$ cat config.mk
export PLATFORM = sky130hd
export DESIGN_NAME = sorted_priority_queue
export DESIGN_NICKNAME = d
export VERILOG_FILES = /design/src/spq_pkg.sv /design/src/spq_cell.sv /design/src/sorted_priority_queue.sv
export SDC_FILE = /design/constraint.sdc
export NUM_CORES = 2
export LEC_CHECK = 0
export ABC_AREA = 1
export BUFFER_PORTS_ARGS = -buffer_cell sky130_fd_sc_hd__buf_2
export CAP_MARGIN = 0
export CORE_MARGIN = 2
export CORE_UTILIZATION = 60
export CTS_CLUSTER_DIAMETER = 50
export CTS_CLUSTER_SIZE = 16
export DETAILED_ROUTE_END_ITERATION = 12
export GPL_TIMING_DRIVEN = 1
export PLACE_DENSITY_LB_ADDON = 0.15
export SYNTH_ARGS = -nofsm -noshare
export SYNTH_HDL_FRONTEND = slang
export SYNTH_SLANG_ARGS = --single-unit
export TNS_END_PERCENT = 50
$ cat constraint.sdc
create_clock -name clk -period 6.3 [get_ports clk]
set_input_delay 0.63 -clock clk [delete_from_list [all_inputs] [get_ports clk]]
set_output_delay 0.63 -clock clk [all_outputs]
set_load 0.02 [all_outputs]
$ cat src/spq_pkg.sv
package spq_pkg;

  localparam int QUEUE_DEPTH = 16;
  localparam int VALUE_W     = 32;
  localparam int CNT_W       = $clog2(QUEUE_DEPTH + 1);

  typedef logic signed [VALUE_W-1:0] value_t;
  typedef logic [CNT_W-1:0]          count_t;

  typedef enum logic {
    MODE_INSERT = 1'b0,
    MODE_POP    = 1'b1
  } mode_t;

  typedef enum logic [1:0] {
    STATUS_OK    = 2'd0,
    STATUS_EMPTY = 2'd1,
    STATUS_FULL  = 2'd2
  } status_t;

  // broadcast to every cell of the row
  typedef struct packed {
    logic   ins;
    logic   pop;
    value_t key;
  } cell_ctrl_t;

endpackage

$ cat src/spq_cell.sv
module spq_cell (
  input  logic               clk,
  input  spq_pkg::cell_ctrl_t ctrl,
  input  logic               occupied,
  input  spq_pkg::value_t    left_value,
  input  logic               left_ge,
  input  spq_pkg::value_t    right_value,
  output spq_pkg::value_t    value,
  output logic               ge
);
  import spq_pkg::*;

  // empty slots count as larger than any key, so the ge pattern stays monotonic
  assign ge = !occupied || !(value < ctrl.key);

  always_ff @(posedge clk) begin
    if (ctrl.ins && ge) begin
      value <= left_ge ? left_value : ctrl.key;
    end else if (ctrl.pop) begin
      value <= right_value;
    end
  end

endmodule

$ cat src/sorted_priority_queue.sv
// channel | dir | tdata              | tuser      | meaning
// s_*     | in  | [31:0] value       | [0] mode   | insert (mode 0) or pop (mode 1)
// m_*     | out | [31:0] popped_value| [1:0] status| one result per input transaction
//
// one transaction per cycle while s_tready is high: every cell compares its entry
// against the broadcast key and takes the key, its left neighbor or its right
// neighbor in that same cycle; the result register parts the two sides; s_tready
// is low only while a result waits and m_tready is low
// rst (synchronous, active high) empties the queue; entry contents are not cleared
module sorted_priority_queue (
  input  logic        clk,
  input  logic        rst,
  input  logic        s_tvalid,
  output logic        s_tready,
  input  logic [31:0] s_tdata,   // [31:0] value
  input  logic        s_tuser,   // [0] mode
  output logic        m_tvalid,
  input  logic        m_tready,
  output logic [31:0] m_tdata,   // [31:0] popped_value
  output logic [1:0]  m_tuser    // [1:0] status
);
  import spq_pkg::*;

  count_t     count;
  count_t     count_next;
  cell_ctrl_t ctrl;
  value_t     cell_value [QUEUE_DEPTH];
  logic       cell_ge    [QUEUE_DEPTH];
  logic       accept;
  logic       is_pop;
  logic       full;
  logic       empty;
  value_t     res_value_next;
  status_t    res_status_next;
  value_t     res_value;
  status_t    res_status;

  assign s_tready = !m_tvalid || m_tready;
  assign accept   = s_tvalid && s_tready;
  assign is_pop   = (mode_t'(s_tuser) == MODE_POP);
  assign full     = (count == count_t'(QUEUE_DEPTH));
  assign empty    = (count == '0);

  // broadcast control for the row of cells
  always_comb begin
    ctrl.ins = accept && !is_pop && !full;
    ctrl.pop = accept && is_pop && !empty;
    ctrl.key = value_t'(s_tdata);
  end

  // cell i shifts right when an insert lands at or below it, left on a pop
  for (genvar i = 0; i < QUEUE_DEPTH; i++) begin : g_cell
    value_t left_v;
    logic   left_g;
    value_t right_v;

    if (i == 0) begin : g_head
      assign left_v = '0;
      assign left_g = 1'b0;
    end else begin : g_body
      assign left_v = cell_value[i-1];
      assign left_g = cell_ge[i-1];
    end

    if (i == QUEUE_DEPTH - 1) begin : g_tail
      assign right_v = cell_value[i];
    end else begin : g_mid
      assign right_v = cell_value[i+1];
    end

    spq_cell u_cell (
      .clk         (clk),
      .ctrl        (ctrl),
      .occupied    (count_t'(i) < count),
      .left_value  (left_v),
      .left_ge     (left_g),
      .right_value (right_v),
      .value       (cell_value[i]),
      .ge          (cell_ge[i])
    );
  end

  // result and occupancy for the current transaction
  always_comb begin
    count_next      = count;
    res_value_next  = '0;
    res_status_next = STATUS_OK;
    if (is_pop) begin
      if (empty) begin
        res_status_next = STATUS_EMPTY;
      end else begin
        res_value_next = cell_value[0];
        count_next     = count - count_t'(1);
      end
    end else begin
      if (full) begin
        res_status_next = STATUS_FULL;
      end else begin
        count_next = count + count_t'(1);
      end
    end
  end

  always_ff @(posedge clk) begin
    if (rst) begin
      count    <= '0;
      m_tvalid <= 1'b0;
    end else begin
      if (accept) begin
        count    <= count_next;
        m_tvalid <= 1'b1;
      end else if (m_tready) begin
        m_tvalid <= 1'b0;
      end
    end
  end

  always_ff @(posedge clk) begin
    if (accept) begin
      res_value  <= res_value_next;
      res_status <= res_status_next;
    end
  end

  assign m_tdata = res_value;
  assign m_tuser = res_status;

  a_count_bound: assert property (@(posedge clk) disable iff (rst)
    count <= count_t'(QUEUE_DEPTH))
    else $error("occupancy above capacity");

  a_insert_grows: assert property (@(posedge clk) disable iff (rst)
    (accept && !is_pop && !full) |=> (count == $past(count) + count_t'(1)))
    else $error("insert did not grow occupancy");

  a_fail_zero: assert property (@(posedge clk) disable iff (rst)
    (m_tvalid && m_tuser != STATUS_OK) |-> (m_tdata == '0))
    else $error("failed transaction carries data");

  a_full_status: assert property (@(posedge clk) disable iff (rst)
    (m_tvalid && m_tuser == STATUS_FULL) |-> full)
    else $error("full status while queue not full");

endmodule
==> metrics.cfg <==
[die]
fp.dieH_um=268
die_x_um=268
ioPinCount=73
core_um2=68900
start_util=0.608
std_cell_rows=96
dieArea_um2=72000

[layout]
area_growth_pct=8.18
layoutNonFillerInstCount=6497
final_common_cell=nand2_1
layout_common_cells=nand2_1, edfxtp_1, ha_1
fin_nets=6039
drive_gt1_frac=0.0624

[synth]
ys_ff_latch=552
ys_async_sr_fraction=0
synth_ff_type=edfxtp_1
synth_top_family_by_area=simple AND/OR/NAND/NOR gates
synthAdderAreaFrac=0.149
synth_top_cells_by_area=edfxtp_1, nand2_1, ha_1
synth_edf_count=546
yosysTopAreaCellShare=0.391
synthSimpleGateAreaFrac=0.355
postSynthCellCount=5576
syn_area_um2=42000
synth_mux_area_frac=0
ys_warn_count=0
synth_compound_area_frac=0.0491
ys_types=35
synth_top_area_cell=edfxtp_1
syn_area_per_cell_um2=7.52
ys_seq_area_frac=0.394
synth_xor_area_frac=0.000209
synth_fp_nets=6112

[critical_path]
arrival_ns=4.94
r2r-end=g_cell[2].u_cell.value[3]$_DFFE_PP_
reg2reg_from=count[4]$_SDFFE_PP0P_
crit_fanout=33
crit_path_end_kind=register
rr_worst_depth=12
cp.required_ns=6.79
ff2ff_setup_slack_ns=2.12
start_kind=primary input
worst-setup-path-type=primary input to register

[drt]
drt-pass1-iter-count=6
wl_met1_um=50500
viasPerCell=5.90
drt-initial-drc-count=3886
avgRoutedWirePerCell_um=18.9
dr_wl_met2_um=58400
routed_wl_um=123000
via_count=38326
drc=0
maxUsedRoutingLayer=met5
dr_wl_met3_um=9600
ant_nets=0

[timing]
finClkSkew_ns=0.0305
setup_slack_ns=1.85
setup_tns_ns=0
hold_violations=0
rsz0062_at_grt=false
fmax_mhz=225
finalCritPeriodShare=0.706
setup_viol=0
slew_headroom=0.272
tightest_slew_ns=1.09
slew_viol_final=0
period_needed_ns=4.45

[power]
fin_total_pwr_mw=14.2
power_density_nw_per_um2=313
vdd_drop_max_v=0.000240
leakagePower_nw=22.7

[hold_path]
whs_path_depth=2
worstHoldEndpoint=count[3]$_SDFFE_PP0P_
min-delay-start=rst
hold_class=primary input to register

[grt]
grt_usage=0.339
grt_pass1_vias=36695
grt_max_degree=65
grt_pass1_wl_um=196000
antenna_found_initial=2
grt_overflow=0

[clock_tree]
root_buffer=clkbuf_16
clock_path_buffers=3
clkSlewWorstSetupHoldPaths_ns=0.06
cts_resized=0
postCtsSetupBuffers=0
htreeDepth=3
cts_sinks=552
cts_buffers=76
cts_hold_buf=0
clock_latency_ns=0.65
cts_tree=yes

[job]
drv_cap=0

[placed_design]
dp_hpwl_um=91200
dp_cells=6356
port_buffers=72
gp_congestion=0.916
post-place-ws_ns=1.30

[outcome]
outcome=finished clean

## cells by family after synthesis
kind of cell / after synthesis
adder cells (fa/ha/maj): 499
flip-flops: 552
buffers and inverters: 547
XOR/XNOR: 1
AND/OR/NAND/NOR: 3575
AO/OA/AOI/OAI: 402
## how the worst max path moves through the flow
stage,from,end,slack [ns],cells after the start
floorplan,s_tdata[5],g_cell[15].u_cell.value[0]$_DFFE_PP_,2.24,14
global placement,s_tdata[30],g_cell[1].u_cell.value[14]$_DFFE_PP_,1.38,16
detailed placement,s_tdata[5],g_cell[9].u_cell.value[18]$_DFFE_PP_,1.30,19
CTS,s_tdata[5],g_cell[9].u_cell.value[18]$_DFFE_PP_,1.95,19
global route,s_tdata[5],g_cell[9].u_cell.value[9]$_DFFE_PP_,1.65,19
finish,s_tdata[29],g_cell[1].u_cell.value[5]$_DFFE_PP_,1.85,16
## sequential cells by signal (all words and copies together) (netlist names)
register             flops
g_cell.u_cell.value    512
m_tdata                 32
count                    5
m_tuser                  2
m_tvalid                 1
## cells in the mapped netlist, types with 4 or more instances
master,number
inv_2,17
buf_1,16
nand2_2,15
buf_4,11
ha_1,499
nand3_2,17
o21ai_1,27
nand3b_1,4
a21oi_1,245
edfxtp_1,546
clkbuf_1,161
clkinv_1,5
dfxtp_1,6
nand2_1,2808
nor3_1,35
o21a_1,9
nor2_1,172
nand3_1,52
nand4_1,467
o21ai_0,111
inv_1,217
buf_2,118
## metrics by stage
step	area, µm²	hold WS, ns	util
2_1_floorplan	42000	0.514	-
3_3_place_gp	42800	0.534	0.621
3_5_place_dp	42800	0.539	0.621
4_1_cts	45400	0.206	0.658
5_1_grt	45400	0.222	0.658
6_report	45400	0.220	0.658
## power by group
group          internal (mW)  leakage (nW)  switching [mW]
sequential              4.86          5.25           0.452
combinational           1.37          16.2            3.07
clock                   2.60          1.25            1.87
## critical path: stages
cell and delay [ns]:
buf_2 0.40, inv_1 0.64, ha_1 0.55, nand2_1 0.06, nor2_1 0.13, nand4_1 0.20
nor4_1 0.22, nand2_1 0.12, nand2_1 0.09, nand2_2 0.42, nand3_2 0.18, buf_4 0.37
nand2_2 0.13, inv_2 0.51, nand2_1 0.14, nand2_1 0.11
## per-layer routing
metal | global-route usage | vias to the layer above
li1 | - | 18735
met1 | 0.438 | 17570
met2 | 0.581 | 1704
met3 | 0.0405 | 315
met4 | 0.130 | 2
met5 | 0 | -
## layout make-up
| cell class | instances | area (µm²) |
|---|---|---|
| Clock inverter | 57 | 611 |
| Sequential cell | 552 | 16500 |
| Tap cell | 931 | 1160 |
| Fill cell | 6134 | 23600 |
| Multi-Input combinational cell | 4477 | 23200 |
| Clock buffer | 81 | 1960 |
| Timing Repair Buffer | 157 | 998 |
| Inverter | 239 | 897 |
| Antenna cell | 3 | 7.51 |
Power figures use the tool's default switching activity.
